`config.mk`:
```
export PLATFORM = sky130hd
export DESIGN_NAME = cuir_sqrt
export DESIGN_NICKNAME = d
export VERILOG_FILES = /design/src/rtl/cuir_pkg.sv /design/src/rtl/cuir_sqrt.sv
export SDC_FILE = /design/constraint.sdc
export NUM_CORES = 1
export LEC_CHECK = 0
export BUFFER_PORTS_ARGS = -buffer_cell sky130_fd_sc_hd__buf_2
export CORE_ASPECT_RATIO = 1.4
export CORE_MARGIN = 10
export CORE_UTILIZATION = 45
export DETAILED_ROUTE_END_ITERATION = 6
export HOLD_SLACK_MARGIN = 0.1
export SKIP_LAST_GASP = 1
export SYNTH_ARGS = -nofsm -noshare
export SYNTH_HDL_FRONTEND = slang
export SYNTH_SLANG_ARGS = --single-unit
```
`constraint.sdc`:
```
create_clock -name clk -period 8.4 [get_ports clk]
set_clock_uncertainty 0.05 [all_clocks]
set_input_delay 0.42 -clock clk [delete_from_list [all_inputs] [get_ports clk]]
set_output_delay 0.42 -clock clk [all_outputs]
set_load 0.03 [all_outputs]
```
`src/rtl/cuir_pkg.sv`:
```
// ----------------------------------------------------------------------------
// cuir_pkg: shared types and constants
// Payload structs, status codes and datapath widths of the cubic root block.
// ----------------------------------------------------------------------------
`default_nettype none

package cuir_pkg;

  // default configuration
  localparam int MAX_TRIES_DEF   = 16;
  localparam int T_FRAC_BITS_DEF = 16;

  // datapath widths
  localparam int XW  = 38;   // signed Horner and offer values
  localparam int MW  = 33;   // second multiplier operand
  localparam int DW  = 37;   // unsigned divider operands
  localparam int SQW = 64;   // square root radicand
  localparam int RW  = 32;   // square root result
  localparam int EPSW = 16;

  localparam logic [EPSW-1:0] EPS_RESET = 16'd1;

  // status codes
  localparam logic [1:0] ST_CLOSED    = 2'd0;
  localparam logic [1:0] ST_CONVERGED = 2'd1;
  localparam logic [1:0] ST_EXHAUSTED = 2'd2;
  localparam logic [1:0] ST_ZERO_DER  = 2'd3;

  typedef struct packed {
    logic signed [31:0] coef_a;
    logic signed [31:0] coef_b;
    logic signed [31:0] coef_c;
    logic signed [31:0] coef_d;
  } in_t;

  typedef struct packed {
    logic [16:0] root_t;
    logic [1:0]  status;
  } out_t;

endpackage

`default_nettype wire

```
`src/rtl/cuir_sqrt.sv`:
```
// ----------------------------------------------------------------------------
// cuir_sqrt: serial integer square root
// floor(sqrt(m)) for a 64-bit radicand, one result bit per cycle.
// ----------------------------------------------------------------------------
`default_nettype none

module cuir_sqrt (
  input  wire logic                     clk,
  input  wire logic                     rst_n,
  input  wire logic                     start,
  input  wire logic [cuir_pkg::SQW-1:0] m,
  output logic                          done,
  output logic [cuir_pkg::RW-1:0]       root
);

  localparam int SQW = cuir_pkg::SQW;

  logic [SQW-1:0] m_r;
  logic [SQW-1:0] res_r;
  logic [SQW-1:0] bit_r;
  logic           busy_r;
  logic           done_r;
  logic [SQW-1:0] sum;

  assign sum = res_r + bit_r;

  // control
  always_ff @(posedge clk) begin
    if (!rst_n) begin
      busy_r <= 1'b0;
      done_r <= 1'b0;
    end else if (start) begin
      busy_r <= 1'b1;
      done_r <= 1'b0;
    end else if (busy_r && bit_r[0]) begin
      busy_r <= 1'b0;
      done_r <= 1'b1;
    end else begin
      done_r <= 1'b0;
    end
  end

  // digit-by-digit step
  always_ff @(posedge clk) begin
    if (start) begin
      m_r   <= m;
      res_r <= '0;
      bit_r <= SQW'(1) << (SQW - 2);
    end else if (busy_r) begin
      if (m_r >= sum) begin
        m_r   <= m_r - sum;
        res_r <= (res_r >> 1) + bit_r;
      end else begin
        res_r <= res_r >> 1;
      end
      bit_r <= bit_r >> 2;
    end
  end

  assign done = done_r;
  assign root = res_r[cuir_pkg::RW-1:0];

  a_start_idle: assert property (@(posedge clk) disable iff (!rst_n)
    start |-> !busy_r) else $error("sqrt restarted while busy");
  a_bit_alive: assert property (@(posedge clk) disable iff (!rst_n)
    busy_r |-> $onehot(bit_r)) else $error("sqrt bit lost");
  a_done_idle: assert property (@(posedge clk) disable iff (!rst_n)
    done_r |-> !busy_r) else $error("sqrt done while busy");

endmodule

`default_nettype wire

```
======== After elaboration in Yosys (flattened, before gate mapping) ========
Cells that the tools add are included.
word-level totals
  flip-flop bits (word level) ............. 162
  input bits .............................. 67
  output and inout port bits .............. 33
cells by class
  add/subtract/negate cells ............... 3
  $lt $le $gt $ge ......................... 1
  muxes and demuxes ....................... 7
  bitwise logic cells ..................... 1
  reduce and logical (&&, ||, !) cells .... 6
operators by type and width
  operator           number
  $mux 64            4
  $add 63x63->64     1
  $add 64x63->64     1
  $ge 64x64->1       1
  $sub 64x64->64     1
  $reduce_bool 2->1  3
  $mux 1             3
  $reduce_and 2->1   1
  $reduce_or 2->1    1
  $logic_and 1x1->1  1
  $not 1->1          1

======== Logic depth before layout (Yosys ltp) ========
Gate-level depths: netlist of the first run.
  depth in word-level cells ............... 5
  mapped depth ............................ 27

======== Worst setup path before layout of the first run ========
No wires, ideal clock.
  kind .................................... register -> register
  from .................................... register bit_r[0]
  to ...................................... register m_r[0] (enable)
  setup time .............................. 394 ps
  arrival ................................. 5299 ps
  data required time ...................... 7956 ps
  setup slack ............................. 2657 ps
  stages on the path, launching flop included .. 26
  path through ............................ dfxtp_1 ha_1 ha_1 a21o_1 a31o_2 a211o_1 a211o_1 a21o_1 a31oi_1 o31a_1 o21ai_1 a21oi_1 nor2b_1 xnor2_1 ha_1 clkbuf_1 nand2_1 nor3_1 nand4_1 o21bai_1 a21oi_1 o31a_1 buf_2 buf_2 nor2_1 or2_2
between the ends
  cells in the longest elaborated chain, start to end .. 4
ends and longest elaborated chain
  item                                line             source
  start, declared                     cuir_sqrt.sv:20  logic [SQW-1:0] bit_r;
  start signal, assigned              cuir_sqrt.sv:48  bit_r <= SQW'(1) << (SQW - 2);
  start signal, assigned              cuir_sqrt.sv:56  bit_r <= bit_r >> 2;
  $add 64x63->64                      cuir_sqrt.sv:25  assign sum = res_r + bit_r;
  $ge 64x64->1                        cuir_sqrt.sv:50  if (m_r >= sum) begin
  $reduce_bool 2->1 (no source line)  n/a
  $reduce_and 2->1 (no source line)   n/a
  end signal, assigned                cuir_sqrt.sv:46  m_r <= m;
  end signal, assigned                cuir_sqrt.sv:51  m_r <= m_r - sum;
  end, declared                       cuir_sqrt.sv:18  logic [SQW-1:0] m_r;
No other way between the ends.
A chain may end at the register's enable or synchronous reset.

======== Worst setup path after layout of the first run ========
  from .................................... register res_r[2]
  to ...................................... register res_r[60]
between the ends
  cells in the longest elaborated chain, start to end .. 3
  elaborated cells between the ends (all ways) .. 4
ends and longest elaborated chain
  item                    line             source
  start, declared         cuir_sqrt.sv:19  logic [SQW-1:0] res_r;
  start signal, assigned  cuir_sqrt.sv:52  res_r <= (res_r >> 1) + bit_r;
  start signal, assigned  cuir_sqrt.sv:54  res_r <= res_r >> 1;
  $add 64x63->64          cuir_sqrt.sv:25
  $ge 64x64->1            cuir_sqrt.sv:50
  $mux 64 (*)             cuir_sqrt.sv:50
Mark *: on every way between the ends. The rest lies on a longest branch, timed or not.

==> results of run 1 <==
[layout make-up]
| class | instances | area [um^2] |
|---|---|---|
| timing repair buffer | 104 | 552 |
| fill | 3330 | 16700 |
| sequential | 162 | 3890 |
| clock buffer | 23 | 510 |
| tap | 440 | 551 |
| multi-input combinational | 1533 | 10200 |
| inverter | 44 | 165 |
| clock inverter | 9 | 62.6 |
[layer usage]
layer  vias to the layer above  GRT usage  wire length (um)
met1                      6499      0.232             18000
met2                       283      0.362             21400
met4                         0     0.0847              1370
met3                        70     0.0277              1400
met5                         -          0                 0
li1                       6868          -                 -
[worst paths after layout]
check	endpoint	startpoint	slack, ns
worst max-delay path	res_r[60]$_SDFFE_PP0P_	res_r[2]$_SDFFE_PP0P_	1.76
worst min-delay path	busy_r$_SDFFE_PN0P_	rst_n	0.13
worst max register to register	res_r[60]$_SDFFE_PP0P_	res_r[2]$_SDFFE_PP0P_	1.76
worst min register to register	done$_SDFF_PP0_	bit_r[0]$_SDFFE_PP0P_	0.45
[layout by cell type (no fill, tap or decap), types with 7 or more instances in the layout]
master     synthesis  routed
nor3_1            23      23
nor2b_1           21      21
inv_1             43      43
a21oi_1          130     130
o31ai_1            9       9
o211ai_1           9       9
a211oi_1          41      41
nand3_1           23      23
clkbuf_16          0      19
and3_1             8       8
a21o_1            59      59
mux2i_1           45      45
dfxtp_1           98      97
o21a_1            11      11
or3_1             22      22
nor2_1           176     176
buf_2             14      98
edfxtp_1          64      64
nand4_1           46      46
nand2b_1          14      14
and2_1            10      10
o21ai_0          167     167
nand2_1          197     197
a31o_2            18      18
xnor2_1           72      72
xor2_1            76      76
o21bai_1          29      29
nor4_1             8       8
ha_1             130     130
o21ai_1           15      15
a221oi_1          13      13
and4_1             7       7
a31oi_1           52      52
a311oi_1          17      17
[flip-flops by register name, summed over array words and instances (netlist names)]
| signal | cells |
|---|---|
| m_r | 64 |
| busy_r | 1 |
| done | 1 |
| res_r | 64 |
| bit_r | 32 |
[logic make-up (layout without fill, tap and decap cells)]
| logic type | count (synthesis) | after routing | share of synthesized area |
|---|---|---|---|
| AO/OA/AOI/OAI | 631 | 631 | 0.274 |
| XOR/XNOR | 148 | 148 | 0.0867 |
| adder cells (fa/ha/maj) | 131 | 131 | 0.110 |
| buffers and inverters | 190 | 180 | 0.0589 |
| flip-flops | 162 | 162 | 0.260 |
| multiplexers | 50 | 50 | 0.0339 |
| AND/OR/NAND/NOR | 573 | 573 | 0.177 |
[stage by stage]
stage / std cells / hold slack (ns)
3_5_place_dp: 2283 / 0.447
3_3_place_gp: 2283 / 0.454
6_report: 2315 / 0.130
5_1_grt: 2315 / 0.142
2_1_floorplan: 1885 / 0.404
4_1_cts: 2315 / 0.109
[power by group]
part | total [uW] | internal [uW] | switching [uW]
clock | 791 | 431 | 359
sequential | 1150 | 1020 | 133
combinational | 2130 | 819 | 1310
[critical path, stage by stage, from the launching register on]
cell and delay (ns):
dfxtp_1 0.43, ha_1 0.31, a31oi_1 0.28, o21bai_1 0.17, a211oi_2 0.47, o21bai_2 0.22
a211oi_1 0.29, o21ai_1 0.19, a21oi_1 0.42, o21ai_1 0.15, a21o_1 0.28, a21oi_1 0.20
xor2_1 0.17, ha_1 0.32, a21o_1 0.19, a21o_1 0.16, a21oi_1 0.16, o21ai_0 0.17
o21bai_1 0.19, a21oi_1 0.16, o31a_2 0.22, buf_4 0.73, o21ai_0 0.17, a21oi_1 0.17
o21ai_0 0.10, a21oi_1 0.12
==> results.cfg, run 1 <==
[timing]
rsz0062_at_grt = false
finalCriticalPeriod_ns = 6.64
relSlewSlack = 0.352
slew_viol_final = 0
max_freq_mhz = 150
worst_pin_slew_ns = 0.972
setup_viol = 0
totalNegativeSetupSlack_ns = 0
setup_slack_ns = 1.76
hold_viol = 0
post-route-period-util = 0.791

[routing]
drcViolationCount = 0
drt-total-wl_mm = 42.1
drtIter0Drc = 903
vias = 13700
detail_route.wl_per_cell_um = 18.2
viasPerCell = 5.93
postRouteAntennaNets = 0
first_pass_iters = 5

[clock_tree]
post_cts_buffers = 0
cts.sinks = 162
cts_buffers = 17
cts_hold_buf = 0
clkLatencyLatePin_ns = 0.46
cts_buffer_depth = 2
ctsResizeCount = 0
tritoncts = yes
cts_root_buf = clkbuf_16
cts_max_level = 4
clk_pin_slew_ns = 0.07

[min_path]
hold_path_class = input pin to register
holdPathStages = 2

[floorplanning]
core_area_um2 = 32600
num_io_pins = 100
row_count = 78
die-width_um = 174
chipHeight_um = 236
start_util = 0.459
dieArea_um2 = 41000

[placement]
postPlaceCellArea_um2 = 15300
portBuffers = 99
pre_cts_slack_ns = 1.75
dp_hpwl_mm = 32.3
place.gp.congestion = 0.936

[synthesis]
syn_area_um2 = 15000
syn_inst = 1885
synth.net_count = 2083
synth_edf_count = 64
yosysTopAreaCellShare = 0.131
avgSynthCellArea_um2 = 7.93
synth_top_cells_by_area = dfxtp_1 (13%), edfxtp_1 (13%), ha_1 (11%), o21ai_0 (5.6%), nand2_1 (4.9%)
ys_top_cells_by_count = nand2_1 (197), nor2_1 (176), o21ai_0 (167)
ys.flop_type = dfxtp_1
async_flop_share = 0
synth_largest_area_cell = dfxtp_1
synth_cell_types = 82
synth_seq_area_share = 0.260
yosys_warnings = 0
ys_ff_latch = 162
yosysMostFrequentCell = nand2_1

[power]
vdd_drop_max_uv = 166
leakage_uw = 0.00624
cellPowerDensity_nw_per_um2 = 256
p_total_uw = 4070

[global_route]
grt_pass1_wl_mm = 68.6
grt-ovfl-total = 0
antenna_found_initial = 0
grt_start_max_net_pins = 104
grt_usage = 0.201
grt_pass1_vias = 13400

[worst_setup_path]
crit_arrival_ns = 6.99
end_kind = register
start_kind = register
worstSetupPathType = register to register
ff2ff_path_depth = 25
required_ns = 8.74
worstPathMaxFanout = 103

[cells_and_area]
drive_above_1_share = 0.100
diodes = 0
fin_nets = 2060
fin_util = 0.488
fin_area_um2 = 15900
area_delta_synth_final_pct = 6.45

[status]
status = finished, final reports clean

[run]
cap_violations = 0
Note: power is estimated with default switching activity, not from simulation.
==> run 2, diff against run 1 <==
==> constraint.sdc (replaced) <==
create_clock -name clk -period 6.6 [get_ports clk]
set_clock_uncertainty 0.05 [all_clocks]
set_input_delay 0.33 -clock clk [delete_from_list [all_inputs] [get_ports clk]]
set_output_delay 0.33 -clock clk [all_outputs]
set_load 0.03 [all_outputs]
==> run 2 against run 1 <==
Against the previous run: first-iteration DRC count shrank 2.8%; critical path depth shrank 2; highest routed layer unchanged; combinational power grew 32%; worst setup slack lost 1.5 ns; largest power group unchanged; wire length grew 2.1%; largest cell class unchanged; sequential power grew 26%; register-to-register slack lost 1.5 ns; utilization grew 2.4 points; via count grew 2.1%; count of clock-buffer cells in the layout shrank 1; clock power grew 35%.
==> results.cfg, run 2 (synthesis results as in run 1) <==
[status]
status = finished, final reports clean

[worst_setup_path]
required_ns = 6.90
ff2ff_path_depth = 23
endpoint = res_r[26]$_SDFFE_PP0P_
worstPathMaxFanout = 48
end_kind = register
rr_endpoint = res_r[26]$_SDFFE_PP0P_
worst-r2r-setup-slack_ns = 0.30
reg2reg_from = res_r[2]$_SDFFE_PP0P_
start_kind = register
crit_arrival_ns = 6.60
worstSetupStartpoint = res_r[2]$_SDFFE_PP0P_
worstSetupPathType = register to register

[clock_tree]
cts_buffers = 17
cts_root_buf = clkbuf_16
clkLatencyLatePin_ns = 0.47
cts.sinks = 162
tritoncts = yes
clk_pin_slew_ns = 0.07
cts_max_level = 4
cts_buffer_depth = 2

[power]
cellPowerDensity_nw_per_um2 = 320
vdd_drop_max_uv = 159
p_total_uw = 5340
leakage_uw = 0.00659

[floorplanning]
row_count = 78
num_io_pins = 100
chipHeight_um = 236
start_util = 0.459
core_area_um2 = 32600
dieArea_um2 = 41000
die-width_um = 174

[routing]
vias = 14000
drtIter0Drc = 878
first_pass_iters = 5
drcViolationCount = 0
detail_route.wl_per_cell_um = 18.0
viasPerCell = 5.86
drt-total-wl_mm = 43.0
postRouteAntennaNets = 0

[timing]
finalCriticalPeriod_ns = 6.30
hold_viol = 0
worst_pin_slew_ns = 0.994
slew_viol_final = 0
relSlewSlack = 0.337
post-route-period-util = 0.955
rsz0062_at_grt = true
max_freq_mhz = 159
setup_viol = 0

[global_route]
grt_start_max_net_pins = 135
grt_usage = 0.204
grt-ovfl-total = 0
grt_use_met2 = 0.380
grt_pass1_vias = 14000
grt_pass1_wl_mm = 69.7
use_met1 = 0.224
antenna_found_initial = 0
use_met3 = 0.0277
busiest_layer = met2

[cells_and_area]
diodes = 0
drive_above_1_share = 0.109
fin_area_um2 = 16700
final_cell_mix = nand2_1 (197), nor2_1 (176), o21ai_0 (167), a21oi_1 (130), ha_1 (130)
fin_nets = 2135
area_delta_synth_final_pct = 11.6
nFillCells = 3207
layout_commonest_cell = nand2_1
multi_input_area_um2 = 10200
fin_util = 0.512
top_regs = m_r x64, res_r x64, bit_r x32
layout.area.seq_um2 = 3890

[placement]
dp_hpwl_mm = 32.8
place.gp.congestion = 0.922
portBuffers = 99
postPlaceCellArea_um2 = 15500

[min_path]
hold_path_class = input pin to register
holdPathStages = 3

[run]
cap_violations = 0
[run 2: cell types whose count changed in the layout (fill, tap and decap cells not counted), moves of 2 or more]
cell           change
bufinv_16          +2
inv_4              -2
dlygate4sd3_1     +52
buf_4             +20
clkinvlp_4         +2
buf_12             +2
[run 2: worst max-delay path, stage by stage (launching register included)]
cell and delay [ns]:
dfxtp_1 0.42, ha_1 0.30, a31oi_1 0.28, o21bai_1 0.18
a211oi_2 0.43, o21bai_2 0.20, a211oi_1 0.28, o21ai_1 0.18
a21oi_1 0.45, o21ai_1 0.19, a21o_1 0.27, a21oi_1 0.19
xor2_1 0.17, ha_1 0.32, a21o_1 0.19, a21o_1 0.17
a21oi_1 0.15, o21ai_0 0.16, o21bai_1 0.19, a21oi_1 0.15
o31a_2 0.26, buf_4 0.43, o21ai_0 0.14, a221oi_1 0.39
[run 2: power by group]
part	switching (uW)	internal, uW	total [uW]
Sequential	153	1300	1450
Clock	458	614	1070
Combinational	1700	1120	2820
Total	2310	3030	5340
[run 2: per-stage QoR]
| step | hold WS, ns | cells | TNS (ns) | setup WS, ns |
|---|---|---|---|---|
| 6_report | 0.106 | 2390 | 0 | 0.299 |
| 5_1_grt | 0.110 | 2390 | -0.0327 | -0.0256 |
| 4_1_cts | 0.101 | 2387 | 0 | 0.359 |
| 3_5_place_dp | 0.448 | 2303 | 0 | 0.406 |
| 3_3_place_gp | 0.443 | 2303 | 0 | 0.506 |
| 2_1_floorplan | 0.398 | 1885 | 0 | 0.857 |
[run 2: metal layers]
metal,share of wire,vias up
met5,0,-
met4,0.035,0
met3,0.031,87
met2,0.52,303
met1,0.42,6608
li1,-,7009
[run 2: final cells by class]
cell class / instances / area share
Multi-Input combinational cell: 1533 / 0.611
Sequential cell: 162 / 0.233
Timing Repair Buffer: 179 / 0.0763
Tap cell: 440 / 0.0330
Clock buffer: 22 / 0.0298
Inverter: 44 / 0.0101
Clock inverter: 10 / 0.00705
[run 2: how the worst min path moves through the flow]
stage	startpoint	endpoint	slack, ns
final	m[31]	m_r[31]$_DFFE_PP_	0.11
after global routing	m[28]	m_r[28]$_DFFE_PP_	0.11
after CTS	m[28]	m_r[28]$_DFFE_PP_	0.10
after detailed placement	bit_r[0]$_SDFFE_PP0P_	done$_SDFF_PP0_	0.45
after global placement	bit_r[0]$_SDFFE_PP0P_	done$_SDFF_PP0_	0.44
after floorplan	rst_n	busy_r$_SDFFE_PN0P_	0.40
[run 2: what timing repair did]
item,4_1_cts,5_1_grt
resized for setup,0,3
setup endpoints to repair,0,38
hold endpoints to repair,53,0
buffers inserted,0,3
hold buffers,52,0
==> run 3, diff against run 2 <==
--- a/config.mk
+++ b/config.mk
@@ -6,7 +6,6 @@
 export NUM_CORES = 1
 export LEC_CHECK = 0
 export BUFFER_PORTS_ARGS = -buffer_cell sky130_fd_sc_hd__buf_2
-export CORE_ASPECT_RATIO = 1.4
 export CORE_MARGIN = 10
 export CORE_UTILIZATION = 45
 export DETAILED_ROUTE_END_ITERATION = 6
==> run 3 against run 2 <==
Against the previous run: final cell count down 1.7%; non-clock buffer count decreased by 42; highest routed layer unchanged; clock power rose by 6%; sequential power is essentially flat; via count shrank 3.0%.
==> results.cfg, run 3 (synthesis results as in run 1) <==
[global_route]
grt_start_max_net_pins = 105
grt_usage = 0.200
grt-ovfl-total = 0
grt_pass1_vias = 12800
antenna_found_initial = 0
grt_pass1_wl_mm = 68.0

[clock_tree]
cts_root_buf = clkbuf_16
cts.sinks = 162
tritoncts = yes
cts_max_level = 4
cts_buffers = 17
clkLatencyLatePin_ns = 0.45
clk_pin_slew_ns = 0.07
cts_buffer_depth = 2

[floorplanning]
chipHeight_um = 202
core_area_um2 = 32700
die-width_um = 202
start_util = 0.457
row_count = 66
dieArea_um2 = 40900
num_io_pins = 100

[worst_setup_path]
end_kind = register
reg2reg_from = res_r[2]$_SDFFE_PP0P_
crit_arrival_ns = 6.35
required_ns = 6.90
start_kind = register
worstSetupPathType = register to register
worstSetupStartpoint = res_r[2]$_SDFFE_PP0P_
worstPathMaxFanout = 52

[cells_and_area]
final_cell_mix = nand2_1 (197), nor2_1 (176), o21ai_0 (167), ha_1 (130), a21oi_1 (129)
diodes = 0
drive_above_1_share = 0.107
area_delta_synth_final_pct = 9.43
final_cells = 2350
fin_nets = 2093
layout_commonest_cell = nand2_1
fin_area_um2 = 16400
top_regs = m_r x64, res_r x64, bit_r x32

[placement]
place.gp.congestion = 0.919
placedCellCount = 2293
postPlaceCellArea_um2 = 15400
portBuffers = 99
dp_hpwl_mm = 32.0

[routing]
drtIter0Drc = 926
drt-total-wl_mm = 42.4
vias = 13600
postRouteAntennaNets = 0
viasPerCell = 5.78
first_pass_iters = 5
drcViolationCount = 0
detail_route.wl_per_cell_um = 18.0

[power]
vdd_drop_max_uv = 230
cellPowerDensity_nw_per_um2 = 329
leakage_uw = 0.00645
p_total_uw = 5390

[timing]
relSlewSlack = 0.381
rsz0062_at_grt = false
hold_viol = 0
max_freq_mhz = 165
worst_pin_slew_ns = 0.923
slew_viol_final = 0
post-route-period-util = 0.917
setup_viol = 0
totalNegativeSetupSlack_ns = 0
finalCriticalPeriod_ns = 6.05

[run]
cap_violations = 0

[status]
status = finished, final reports clean

[min_path]
holdCritStartpoint = m[21]
hold_path_class = input pin to register
-- run 3: metal layers --
metal  share of wire  wire (um)  global-route usage  vias up
li1                -          -                   -     6924
met1            0.50      21300               0.285     6315
met2            0.44      18600               0.312      324
met3           0.049       2070              0.0341       29
met4           0.010        438              0.0378        0
met5               0          0                   0        -
-- run 3: worst max-delay path, stage by stage, from the launching register on --
cell,delay (ns)
dfxtp_1,0.45
ha_1,0.32
a31oi_1,0.30
o21bai_2,0.14
a211oi_2,0.26
buf_4,0.17
o21bai_2,0.16
a211oi_1,0.31
o21ai_1,0.19
a21oi_2,0.29
o21ai_1,0.14
a21o_1,0.24
a21oi_1,0.18
xor2_1,0.17
ha_1,0.32
a21o_1,0.18
a21o_1,0.17
a21oi_1,0.16
o21ai_0,0.12
o21bai_1,0.16
a21oi_1,0.13
o31a_2,0.29
buf_16,0.26
clkinvlp_4,0.14
buf_4,0.18
buf_4,0.14
a2111oi_2,0.30
-- run 3: area by class of cell --
| type | count | area (um^2) |
|---|---|---|
| fill | 3257 | 16300 |
| multi-input combinational | 1533 | 10200 |
| sequential | 162 | 3890 |
| timing repair buffer | 137 | 890 |
| tap | 442 | 553 |
| clock buffer | 20 | 479 |
| clock inverter | 12 | 173 |
| inverter | 44 | 169 |
-- run 3: path summary, 6_finish.rpt --
check | endpoint | depth (start not counted) | slack [ns]
setup / recovery | res_r[62]$_SDFFE_PP0P_ | 26 | 0.55
setup reg to reg | res_r[62]$_SDFFE_PP0P_ | 26 | 0.55
hold / removal | m_r[21]$_DFFE_PP_ | 3 | 0.11
hold reg to reg | done$_SDFF_PP0_ | 2 | 0.46
-- run 3: metrics by stage --
stage	hold slack (ns)	util	worst slack [ns]
after floorplan	0.398	-	0.857
after global placement	0.438	0.472	0.344
after global routing	0.110	0.500	0.0452
after CTS	0.100	0.498	0.135
after detailed placement	0.455	0.472	0.170
final	0.108	0.500	0.547
-- run 3: what timing repair did --
item                                   CTS  global route
endpoints found under the hold margin   22             0
resized for setup                        0             7
buffers inserted                         0             3
setup endpoints to repair                0            66
hold buffers                            21             0
-- run 3: report_power, final --
part	total (uW)	internal (uW)	switching, uW	leakage, uW
logic	2800	1100	1700	0.00468
clock network	1130	679	452	0.000323
registers	1460	1300	162	0.00145
total	5390	3080	2310	0.00645
