[config.mk]
export PLATFORM = sky130hd
export DESIGN_NAME = cuir_div
export DESIGN_NICKNAME = d
export VERILOG_FILES = /design/src/rtl/cuir_pkg.sv /design/src/rtl/cuir_div.sv
export SDC_FILE = /design/constraint.sdc
export NUM_CORES = 1
export LEC_CHECK = 0
export ABC_AREA = 1
export BUFFER_PORTS_ARGS = -buffer_cell sky130_fd_sc_hd__buf_2
export CORE_UTILIZATION = 25
export DETAILED_ROUTE_END_ITERATION = 8
export GPL_TIMING_DRIVEN = 0
export PLACE_DENSITY = 0.42
export SLEW_MARGIN = 20
export SYNTH_ARGS = -nofsm -noshare
export SYNTH_HDL_FRONTEND = slang
export SYNTH_SLANG_ARGS = --single-unit
[constraint.sdc]
create_clock -name clk -period 3.1 [get_ports clk]
set_input_delay 0.62 -clock clk [delete_from_list [all_inputs] [get_ports clk]]
set_output_delay 0.62 -clock clk [all_outputs]
set_load 0.005 [all_outputs]
[src/rtl/cuir_pkg.sv]
// ----------------------------------------------------------------------------
// cuir_pkg: shared types and constants
// Payload structs, status codes and datapath widths of the cubic root block.
// ----------------------------------------------------------------------------
`default_nettype none

package cuir_pkg;

  // default configuration
  localparam int MAX_TRIES_DEF   = 16;
  localparam int T_FRAC_BITS_DEF = 16;

  // datapath widths
  localparam int XW  = 38;   // signed Horner and offer values
  localparam int MW  = 33;   // second multiplier operand
  localparam int DW  = 37;   // unsigned divider operands
  localparam int SQW = 64;   // square root radicand
  localparam int RW  = 32;   // square root result
  localparam int EPSW = 16;

  localparam logic [EPSW-1:0] EPS_RESET = 16'd1;

  // status codes
  localparam logic [1:0] ST_CLOSED    = 2'd0;
  localparam logic [1:0] ST_CONVERGED = 2'd1;
  localparam logic [1:0] ST_EXHAUSTED = 2'd2;
  localparam logic [1:0] ST_ZERO_DER  = 2'd3;

  typedef struct packed {
    logic signed [31:0] coef_a;
    logic signed [31:0] coef_b;
    logic signed [31:0] coef_c;
    logic signed [31:0] coef_d;
  } in_t;

  typedef struct packed {
    logic [16:0] root_t;
    logic [1:0]  status;
  } out_t;

endpackage

`default_nettype wire

[src/rtl/cuir_div.sv]
// ----------------------------------------------------------------------------
// cuir_div: serial fraction divider
// floor(num * 2^T / den) for num < 2*den, one quotient bit per cycle.
// ----------------------------------------------------------------------------
`default_nettype none

module cuir_div #(
  parameter int T_FRAC_BITS = cuir_pkg::T_FRAC_BITS_DEF
) (
  input  wire logic                    clk,
  input  wire logic                    rst_n,
  input  wire logic                    start,
  input  wire logic [cuir_pkg::DW-1:0] num,
  input  wire logic [cuir_pkg::DW-1:0] den,
  output logic                         done,
  output logic [T_FRAC_BITS+1:0]       quo
);

  localparam int QW   = T_FRAC_BITS + 2;
  localparam int DW   = cuir_pkg::DW;
  localparam int CNTW = $clog2(T_FRAC_BITS + 1);

  logic [DW:0]     rem_r;
  logic [DW-1:0]   den_r;
  logic [QW-1:0]   q_r;
  logic [CNTW-1:0] cnt_r;
  logic            busy_r;
  logic            done_r;

  logic [DW:0] num_x;
  logic [DW:0] den_x;
  logic [DW:0] sh;
  logic        ge0;
  logic        ge1;

  assign num_x = {1'b0, num};
  assign den_x = {1'b0, den_r};
  assign ge0   = num >= den;
  assign sh    = rem_r << 1;
  assign ge1   = sh >= den_x;

  // control
  always_ff @(posedge clk) begin
    if (!rst_n) begin
      busy_r <= 1'b0;
      done_r <= 1'b0;
    end else if (start) begin
      busy_r <= 1'b1;
      done_r <= 1'b0;
    end else if (busy_r && cnt_r == CNTW'(1)) begin
      busy_r <= 1'b0;
      done_r <= 1'b1;
    end else begin
      done_r <= 1'b0;
    end
  end

  // restoring shift-subtract step
  always_ff @(posedge clk) begin
    if (start) begin
      rem_r <= ge0 ? num_x - {1'b0, den} : num_x;
      den_r <= den;
      q_r   <= QW'(ge0);
      cnt_r <= CNTW'(T_FRAC_BITS);
    end else if (busy_r) begin
      rem_r <= ge1 ? sh - den_x : sh;
      q_r   <= {q_r[QW-2:0], ge1};
      cnt_r <= cnt_r - CNTW'(1);
    end
  end

  assign done = done_r;
  assign quo  = q_r;

  a_start_idle: assert property (@(posedge clk) disable iff (!rst_n)
    start |-> !busy_r) else $error("divider restarted while busy");
  a_done_idle: assert property (@(posedge clk) disable iff (!rst_n)
    done_r |-> !busy_r) else $error("divider done while busy");
  a_done_pulse: assert property (@(posedge clk) disable iff (!rst_n)
    done_r |=> !done_r) else $error("divider done held");

endmodule

`default_nettype wire

Word-level counts from Yosys, hierarchy flattened:

Index checks and enable logic that the tools add are counted.

* add/subtract/negate cells: 3
* order comparisons: 2
* eq/ne operators: 1
* muxes and demuxes: 9
* bitwise gates (word level): 1
* reductions and logical operators: 4

Operators with widths (number)
* $mux 37: 4
* $sub 37x37->37: 2
* $ge 38x37->1: 1
* $ge 37x37->1: 1
* $eq 5x1->1 const B: 1
* $mux 1: 5
* $sub 5x1->5 const B: 1
* $reduce_bool 2->1: 2
* $reduce_or 2->1: 1
* $logic_and 1x1->1: 1
* $not 1->1: 1

* register bits after elaboration: 99
* output and inout bits: 19
* word-level logic and storage cells: 27

Longest topological paths before layout:

Gate-level depths: netlist (run 1).

* word-level depth: 4
* depth in mapped cells: 17
* mapped depth without buffers: 17

Worst setup path after synthesis (run 1):

Ideal clock, no wire load.

* path type: input-to-reg
* start point: input start
* end point: register q_r[0] (netlist: quo[0]) (enable)
* data arrival time: 2384 ps
* data required time: 2683 ps
* path slack: 299 ps
* stages on the path: 4
* buffers on the path: 2
* path through: clkbuf_1 inv_2 nand2_1 clkbuf_1

* longest elaborated chain between the ends: 1

RTL lines
* from (decl): RTL line cuir_div.sv:12 `input wire logic start,`
* $reduce_bool 2->1 (no source line)
* to (signal assigned): RTL line cuir_div.sv:63 `q_r <= QW'(ge0);`
* to (signal assigned): RTL line cuir_div.sv:67 `q_r <= {q_r[QW-2:0], ge1};`
* to (decl): RTL line cuir_div.sv:25 `logic [QW-1:0] q_r;`

No other way between the ends.
A chain may end at the register's enable or synchronous reset.

Final worst setup path (run 1):

* start point: register rem_r[17]
* end point: register rem_r[6], data pin

* longest elaborated chain between the ends: 4

RTL lines
* from (decl): RTL line cuir_div.sv:23 `logic [DW:0] rem_r;`
* from (signal assigned): RTL line cuir_div.sv:61 `rem_r <= ge0 ? num_x - {1'b0, den} : num_x;`
* from (signal assigned): RTL line cuir_div.sv:66 `rem_r <= ge1 ? sh - den_x : sh;`
* $ge 38x37->1: RTL line cuir_div.sv:40 `assign ge1 = sh >= den_x;`
* $mux 37: RTL line cuir_div.sv:66
* $mux 37: RTL line cuir_div.sv:65 `end else if (busy_r) begin`
* $mux 37: RTL line cuir_div.sv:60 `if (start) begin`

No other way between the ends. The select of a mux whose other input is x is not followed.

==> results of run 1 <==
placed cells by master (no fill, tap or decap), drive strengths merged:
| cell | Yosys | layout |
|---|---|---|
| nand2 | 660 | 660 |
| inv | 338 | 341 |
| nand3 | 134 | 134 |
| nor2 | 129 | 129 |
| buf | 19 | 114 |
| ha | 76 | 76 |
| edfxtp | 75 | 75 |
| nand3b | 69 | 69 |
| a21oi | 49 | 49 |
| xnor2 | 36 | 36 |
| dfxtp | 24 | 24 |
| clkbuf | 10 | 21 |
| nor3 | 19 | 19 |
| o22ai | 16 | 16 |
| o21ai | 16 | 16 |
| o21bai | 9 | 9 |
| nand4 | 6 | 6 |
| or2 | 5 | 5 |
| and2 | 4 | 4 |
| nor4 | 3 | 3 |
| a21o | 3 | 3 |
| and3 | 2 | 2 |
| a31oi | 2 | 2 |
| xor2 | 2 | 2 |
| fa | 2 | 2 |
| a21boi | 1 | 1 |
| o211ai | 1 | 1 |
| nor3b | 1 | 1 |
| clkinv | 0 | 1 |
| clkinvlp | 0 | 1 |
worst max-delay path, stage by stage (launching register included):
cell                       delay (ps)
sky130_fd_sc_hd__edfxtp_1         410
sky130_fd_sc_hd__ha_1             380
sky130_fd_sc_hd__nand2_1          180
sky130_fd_sc_hd__nor2_1           120
sky130_fd_sc_hd__nand2_1           90
sky130_fd_sc_hd__nor2_1            70
sky130_fd_sc_hd__nand4_1          160
sky130_fd_sc_hd__nand2_1           90
sky130_fd_sc_hd__inv_2            250
sky130_fd_sc_hd__buf_1            550
sky130_fd_sc_hd__nand3b_1         140
sky130_fd_sc_hd__nand3_1          130
sky130_fd_sc_hd__nand2_1           60
metrics by stage:
step,TNS (ps),cells
2_1_floorplan,0,1711
3_3_place_gp,-72410,2338
3_5_place_dp,-6720,2338
4_1_cts,0,2354
5_1_grt,0,2354
6_report,0,2354
registers in the layout, indices dropped and copies added (netlist names):
| register | cells |
|---|---|
| busy_r | 1 |
| cnt_r | 5 |
| den_r | 37 |
| done | 1 |
| quo | 18 |
| rem_r | 37 |
cell type report:
type / instances / area (sq um) / area share, %
plain buffers: 29 / 173 / 1.45
clock buffers: 11 / 233 / 1.95
clock inverters: 5 / 36.3 / 0.304
inverters: 338 / 1270 / 10.6
multi-input cells: 1245 / 6350 / 53.2
flip-flops and latches: 99 / 2730 / 22.9
well taps: 532 / 666 / 5.58
repair buffers: 95 / 475 / 3.98
metal layers:
metal  part of all wire, %  GRT usage, %  up-vias
met5                     0             0        -
met4                   2.2          5.56        0
met1                    50          24.8     4747
li1                      -             -     5543
met3                   2.0         0.925       37
met2                    46          31.5      153
power groups by stage:
| stage | logic [W] | clock network [W] | registers (W) |
|---|---|---|---|
| after floorplan | 0.00285 | 0 | 0.00182 |
| after global placement | 0.00401 | 0 | 0.00186 |
| after detailed placement | 0.00400 | 0 | 0.00186 |
| after CTS | 0.00403 | 0.00113 | 0.00184 |
| after global routing | 0.00455 | 0.00115 | 0.00187 |
| final | 0.00403 | 0.00107 | 0.00184 |
worst min path at each step:
| stage | depth (start not counted) | slack, ps | endpoint | start |
|---|---|---|---|---|
| 4_1_cts | 1 | 420 | den_r[30] | den[30] |
| 6_report | 1 | 450 | den_r[29] | den[29] |
| 3_3_place_gp | 2 | 450 | cnt_r[4] | cnt_r[4] |
| 5_1_grt | 1 | 440 | den_r[29] | den[29] |
| 2_1_floorplan | 2 | 430 | cnt_r[4] | cnt_r[4] |
| 3_5_place_dp | 2 | 450 | cnt_r[4] | cnt_r[4] |
cell families after synthesis:
logic type | after synthesis | synth area share (%)
xor gates and xnor gates | 38 | 3.16
AOI/OAI and AO/OA | 97 | 5.23
buffers and inverters | 367 | 13.7
DFF | 99 | 26.0
and+or+nand+nor | 1032 | 42.5
adders and majority gates | 78 | 9.42
==> impl_metrics.prom, run 1 <==
# TYPE chip_impl_metric gauge
chip_impl_info{name="outcome",value="finished clean"} 1
chip_impl_metric{name="pwr-share-clk",unit="%"} 15.4
chip_impl_metric{name="synth_cells",unit=""} 1711
chip_impl_info{name="ys_top_cells_by_count",value="sky130_fd_sc_hd__nand2_1 (647), sky130_fd_sc_hd__inv_1 (327), sky130_fd_sc_hd__nand3_1 (133)"} 1
chip_impl_metric{name="post-route-cell-area",unit="sq um"} 11900
chip_impl_metric{name="detail-route-antenna-nets",unit=""} 0
chip_impl_metric{name="critical_path_arrival",unit="ps"} 3000
chip_impl_metric{name="cts.htree.levels",unit=""} 3
chip_impl_metric{name="grt_pass1_vias",unit=""} 10431
chip_impl_info{name="crit_start",value="rem_r[17]"} 1
chip_impl_metric{name="proportion_of_synthesized_flip_flops_having_asynchronous_set_or_reset",unit="%"} 0
chip_impl_metric{name="finalWeightedCongestion",unit=""} 0.894
chip_impl_info{name="unrepaired_setup_endpoints_after_global_routing",value="false"} 1
chip_impl_metric{name="antenna_violations_before_repair",unit=""} 0
chip_impl_metric{name="maximum_fanout_along_the_worst_path",unit=""} 10
chip_impl_metric{name="cts_buffers",unit=""} 9
chip_impl_metric{name="post-route-min-period",unit="ps"} 2880
chip_impl_metric{name="switching_power_total",unit="W"} 0.00328
chip_impl_metric{name="ctsHoldBuffers",unit=""} 0
chip_impl_metric{name="antenna-diode-count",unit=""} 0
chip_impl_metric{name="ctsResizeCount",unit=""} 0
chip_impl_metric{name="remaining_drc_errors",unit=""} 0
chip_impl_metric{name="switching_fraction_of_total_power",unit="%"} 47.3
chip_impl_metric{name="detail_route.wirelength",unit="microns"} 39300
chip_impl_info{name="startpoint_type",value="flop"} 1
chip_impl_metric{name="peakVddDrop",unit="mV"} 0.212
chip_impl_metric{name="grt_start_max_net_pins",unit=""} 48
chip_impl_metric{name="final-hold-violation-count",unit=""} 0
chip_impl_metric{name="power_density",unit="nW/um^2"} 581
chip_impl_info{name="clock_tree.root_cell",value="sky130_fd_sc_hd__clkbuf_16"} 1
chip_impl_info{name="min-delay-path-class",value="input port to flop"} 1
chip_impl_metric{name="synth_seq_cells",unit=""} 99
chip_impl_metric{name="route.detailed.vias_per_inst",unit=""} 4.45
chip_impl_info{name="reg2reg_from",value="rem_r[17]"} 1
chip_impl_info{name="endpoint",value="rem_r[6]"} 1
chip_impl_metric{name="yosys_cell_types",unit=""} 43
chip_impl_metric{name="worst-r2r-setup-slack",unit="ps"} 220
chip_impl_metric{name="sequentialPowerShare",unit="%"} 26.5
chip_impl_metric{name="detail_route.iter0.violations",unit=""} 660
chip_impl_metric{name="synth.net_count",unit=""} 1866
chip_impl_metric{name="dp_slack",unit="ps"} -144
chip_impl_metric{name="area.growth.synth_to_final",unit="%"} 13.4
chip_impl_metric{name="die_area",unit="sq um"} 42900
chip_impl_info{name="critical_path.reg2reg.endpoint",value="rem_r[6]"} 1
chip_impl_metric{name="synth.avg_cell_area",unit="sq um"} 6.15
chip_impl_metric{name="final_core_utilization",unit="%"} 29.0
chip_impl_info{name="synth_area_leaders",value="sky130_fd_sc_hd__nand2_1 (23%), sky130_fd_sc_hd__edfxtp_1 (21%), sky130_fd_sc_hd__inv_1 (12%)"} 1
chip_impl_metric{name="post_cts_buffers",unit=""} 0
chip_impl_metric{name="first_pass_grt_wire_length",unit="microns"} 60300
chip_impl_info{name="synthDominantAreaCellType",value="sky130_fd_sc_hd__nand2_1"} 1
chip_impl_metric{name="layout-drive-gt1-share",unit="%"} 8.78
chip_impl_metric{name="worst-slew-pin-transition",unit="ps"} 926
chip_impl_metric{name="clk_pin_slew_worst_paths",unit="ps"} 80
chip_impl_metric{name="synth-seq-area-share",unit="%"} 26.0
chip_impl_metric{name="grt_remaining_overflow",unit=""} 0
chip_impl_metric{name="pin_count",unit=""} 96
chip_impl_metric{name="finalPower",unit="W"} 0.00693
chip_impl_metric{name="timing.final.crit_share",unit="%"} 93.1
chip_impl_metric{name="ys.warnings.count",unit=""} 0
chip_impl_metric{name="power.static_leakage",unit="nW"} 6.44
chip_impl_metric{name="setup_slack",unit="ps"} 215
chip_impl_metric{name="worst-r2r-cell-count",unit=""} 12
chip_impl_metric{name="post_dp_hpwl",unit="microns"} 34100
chip_impl_metric{name="worst_skew_pair_later_pin_latency",unit="ps"} 360
chip_impl_metric{name="clock-sinks",unit=""} 99
chip_impl_metric{name="avgRoutedWirePerCell",unit="microns"} 16.7
chip_impl_metric{name="row_count",unit=""} 74
chip_impl_info{name="critical_path.endpoint_type",value="flop"} 1
chip_impl_metric{name="worst_slew_margin_rel",unit="%"} 38.3
chip_impl_metric{name="synthesis.area",unit="sq um"} 10500
chip_impl_info{name="setup.worst_path.class",value="flop to flop"} 1
chip_impl_metric{name="timing_max_transition_violations_final",unit=""} 0
chip_impl_metric{name="maxClockFrequency",unit="MHz"} 347
chip_impl_metric{name="detailedRoute.firstPassIterationCount",unit=""} 5
chip_impl_metric{name="worst-endpoint-required",unit="ps"} 3210
chip_impl_info{name="synthFlopType",value="sky130_fd_sc_hd__edfxtp_1"} 1
chip_impl_metric{name="nNetsFinal",unit=""} 1972
chip_impl_metric{name="clock_skew",unit="ps"} 14.6
chip_impl_metric{name="maxCapViolations",unit=""} 0
chip_impl_metric{name="buffers_from_clock_root_to_sink_at_most",unit=""} 2
chip_impl_metric{name="place.port_buffers",unit=""} 95
chip_impl_metric{name="grt_use_total",unit="%"} 18.4
chip_impl_metric{name="cellInternalPower",unit="W"} 0.00365
chip_impl_metric{name="start_util",unit="%"} 25.5
chip_impl_metric{name="power_frac_comb",unit="%"} 58.1
chip_impl_info{name="tritoncts",value="yes"} 1
chip_impl_metric{name="via_count",unit=""} 10480
chip_impl_metric{name="setup-violations-final",unit=""} 0
chip_impl_metric{name="synth_enable_flop_cells",unit=""} 75
chip_impl_metric{name="hold-worst-slack",unit="ps"} 454
chip_impl_info{name="synth.most_common_cell",value="sky130_fd_sc_hd__nand2_1"} 1
chip_impl_metric{name="placed_cell_area",unit="sq um"} 11700
chip_impl_metric{name="post-synth-top-area-fraction",unit="%"} 23.1
chip_impl_metric{name="dieHeight",unit="microns"} 207
chip_impl_metric{name="die_w",unit="microns"} 207
chip_impl_metric{name="fillers",unit=""} 4674
chip_impl_metric{name="core-area",unit="sq um"} 41200
(Power assumes the default switching activity.)
==> run 2: changes to the inputs <==
- CAP_MARGIN: default -> 25
- CORE_UTILIZATION: 25 -> 40
- PLACE_DENSITY: 0.42 -> 0.59
==> run 2 against run 1 <==
  * Routed wire length decreased by 13%
  * Worst hold slack improved by 7.0 ps
  * Core utilization increased by 17 points
  * Combinational power decreased by 2%
  * Clock skew about the same
  * Critical endpoint is now rem_r[35]
  * Global-route usage increased by 7.7 points
  * Maximum frequency increased by 0.65%
  * Die area decreased by 37%
  * Power decreased by 1.4%
  * Critical path depth increased by 3
==> impl_metrics.prom, run 2 (same netlist as run 1, synthesis figures left out) <==
# TYPE chip_impl_metric gauge
chip_impl_info{name="outcome",value="finished clean"} 1
chip_impl_metric{name="die_w",unit="microns"} 164
chip_impl_metric{name="final_non_filler_cell_total",unit=""} 2153
chip_impl_metric{name="grt_use_total",unit="%"} 26.1
chip_impl_metric{name="finalWeightedCongestion",unit=""} 0.977
chip_impl_metric{name="die_area",unit="sq um"} 27000
chip_impl_metric{name="maxClockFrequency",unit="MHz"} 349
chip_impl_metric{name="grt_start_max_net_pins",unit=""} 48
chip_impl_metric{name="final-hold-violation-count",unit=""} 0
chip_impl_metric{name="grt_pass1_vias",unit=""} 10077
chip_impl_metric{name="clock-sinks",unit=""} 99
chip_impl_info{name="worst_hold_path.endpoint",value="den_r[32]"} 1
chip_impl_metric{name="power.static_leakage",unit="nW"} 6.46
chip_impl_metric{name="dieHeight",unit="microns"} 164
chip_impl_metric{name="finalPower",unit="W"} 0.00684
chip_impl_metric{name="worst-r2r-cell-count",unit=""} 13
chip_impl_metric{name="post-route-cell-area",unit="sq um"} 11700
chip_impl_metric{name="pin_count",unit=""} 96
chip_impl_metric{name="start_util",unit="%"} 41.3
chip_impl_info{name="setup.worst_path.class",value="input port to flop"} 1
chip_impl_info{name="clock_tree.root_cell",value="sky130_fd_sc_hd__clkbuf_16"} 1
chip_impl_info{name="critical_path.endpoint_type",value="flop"} 1
chip_impl_info{name="min-delay-path-class",value="input port to flop"} 1
chip_impl_metric{name="route.detailed.vias_per_inst",unit=""} 4.87
chip_impl_metric{name="detail_route.wirelength",unit="microns"} 34200
chip_impl_metric{name="cts_buffers",unit=""} 9
chip_impl_metric{name="power_density",unit="nW/um^2"} 585
chip_impl_metric{name="buffers_from_clock_root_to_sink_at_most",unit=""} 2
chip_impl_metric{name="critical_path_arrival",unit="ps"} 2970
chip_impl_metric{name="worst_skew_pair_later_pin_latency",unit="ps"} 350
chip_impl_info{name="unrepaired_setup_endpoints_after_global_routing",value="false"} 1
chip_impl_metric{name="first_pass_grt_wire_length",unit="microns"} 53300
chip_impl_info{name="tritoncts",value="yes"} 1
chip_impl_metric{name="timing_max_transition_violations_final",unit=""} 0
chip_impl_metric{name="ctsHoldBuffers",unit=""} 0
chip_impl_metric{name="maxCapViolations",unit=""} 0
chip_impl_metric{name="avgRoutedWirePerCell",unit="microns"} 15.9
chip_impl_metric{name="detail-route-antenna-nets",unit=""} 0
chip_impl_metric{name="placed_cell_area",unit="sq um"} 11400
chip_impl_metric{name="post_dp_hpwl",unit="microns"} 29600
chip_impl_metric{name="ctsResizeCount",unit=""} 0
chip_impl_metric{name="maximum_fanout_along_the_worst_path",unit=""} 10
chip_impl_metric{name="fillers",unit=""} 2744
chip_impl_metric{name="worst-r2r-setup-slack",unit="ps"} 270
chip_impl_info{name="reg2reg_from",value="rem_r[18]"} 1
chip_impl_metric{name="via_count",unit=""} 10488
chip_impl_metric{name="area.growth.synth_to_final",unit="%"} 11.2
chip_impl_metric{name="final.setup.tns",unit="ps"} 0
chip_impl_metric{name="clock_skew",unit="ps"} 14.7
chip_impl_metric{name="post_cts_buffers",unit=""} 0
chip_impl_metric{name="clk_pin_slew_worst_paths",unit="ps"} 80
chip_impl_metric{name="hold_path_depth",unit=""} 1
chip_impl_metric{name="detailedRoute.firstPassIterationCount",unit=""} 5
chip_impl_metric{name="cts.htree.levels",unit=""} 3
chip_impl_metric{name="worst-endpoint-required",unit="ps"} 3210
chip_impl_info{name="final_cell_mix",value="sky130_fd_sc_hd__nand2_1 (647), sky130_fd_sc_hd__inv_1 (327), sky130_fd_sc_hd__nand3_1 (133)"} 1
chip_impl_metric{name="detail_route.iter0.violations",unit=""} 719
chip_impl_metric{name="core-area",unit="sq um"} 25500
chip_impl_metric{name="remaining_drc_errors",unit=""} 0
chip_impl_metric{name="peakVddDrop",unit="mV"} 0.245
chip_impl_metric{name="dp_cells",unit=""} 2136
chip_impl_info{name="startpoint_type",value="input port"} 1
chip_impl_metric{name="row_count",unit=""} 58
chip_impl_info{name="critical_path.reg2reg.endpoint",value="rem_r[6]"} 1
chip_impl_metric{name="setup-violations-final",unit=""} 0
chip_impl_metric{name="place.port_buffers",unit=""} 95
chip_impl_metric{name="post-route-min-period",unit="ps"} 2870
chip_impl_metric{name="antenna_violations_before_repair",unit=""} 0
chip_impl_metric{name="timing.final.crit_share",unit="%"} 92.5
chip_impl_metric{name="grt_remaining_overflow",unit=""} 0
chip_impl_info{name="final_common_cell",value="sky130_fd_sc_hd__nand2_1"} 1
chip_impl_metric{name="worst_slew_margin_rel",unit="%"} 43.5
chip_impl_info{name="holdCritStartpoint",value="den[32]"} 1
chip_impl_metric{name="layout-drive-gt1-share",unit="%"} 8.89
chip_impl_metric{name="nNetsFinal",unit=""} 1972
chip_impl_metric{name="worst-slew-pin-transition",unit="ps"} 848
## run 2: worst max-delay path by stage
| stage | start | to | slack [ps] | cells after the start |
|---|---|---|---|---|
| 4_1_cts | den[26] | rem_r[35] | 290 | 16 |
| 2_1_floorplan | start | quo[0] | 300 | 4 |
| 3_3_place_gp | start | rem_r[5] | -1310 | 5 |
| 5_1_grt | rem_r[20] | rem_r[6] | 100 | 13 |
| 6_report | num[26] | rem_r[35] | 230 | 15 |
| 3_5_place_dp | den[26] | rem_r[35] | -90 | 16 |
## run 2: final cells by class
type                       count  area [sq um]  share of cell area [%]
multi-input combinational   1245          6350                    54.3
sequential                    99          2730                    23.4
inverter                     338          1270                    10.8
timing repair buffer          95           475                    4.06
tap                          330           413                    3.53
clock buffer                   9           225                    1.93
buffer                        29           173                    1.48
clock inverter                 7          60.1                   0.513
antenna                        1          2.50                  0.0214
## run 2: worst max-delay path, cell delays in order
cell and delay [ps]:
sky130_fd_sc_hd__buf_2 120, sky130_fd_sc_hd__ha_1 380, sky130_fd_sc_hd__a21oi_1 230, sky130_fd_sc_hd__nor2_1 60
sky130_fd_sc_hd__nor2_1 190, sky130_fd_sc_hd__nand2_1 100, sky130_fd_sc_hd__a21oi_2 270, sky130_fd_sc_hd__nand2_4 100
sky130_fd_sc_hd__nand2_4 150, sky130_fd_sc_hd__nand2_4 60, sky130_fd_sc_hd__buf_8 150, sky130_fd_sc_hd__nand2_1 230
sky130_fd_sc_hd__nand2_1 80, sky130_fd_sc_hd__nand2_1 150, sky130_fd_sc_hd__nand2_1 70
## run 2: power breakdown
part / switching (W) / internal, W / total [W]
registers: 0.000106 / 0.00172 / 0.00183
logic: 0.00257 / 0.00138 / 0.00394
clock network: 0.000508 / 0.000558 / 0.00107
total: 0.00318 / 0.00366 / 0.00684
## run 2: layer usage
| layer | share of wire (%) | GRT usage [%] | up-vias |
|---|---|---|---|
| met5 | 0 | 0 | - |
| met4 | 2.7 | 9.26 | 0 |
| met3 | 3.1 | 1.46 | 48 |
| met2 | 45 | 42.3 | 203 |
| met1 | 49 | 36.6 | 4713 |
| li1 | - | - | 5524 |
## run 2: metrics by stage
step / util [%] / worst slack [ps] / hold WS [ps]
global route: 45.9 / 104 / 450
finish: 45.9 / 234 / 461
global placement: 44.8 / -1310 / 442
CTS: 45.9 / 289 / 449
floorplan: - / 299 / 428
detailed placement: 44.8 / -86.4 / 446
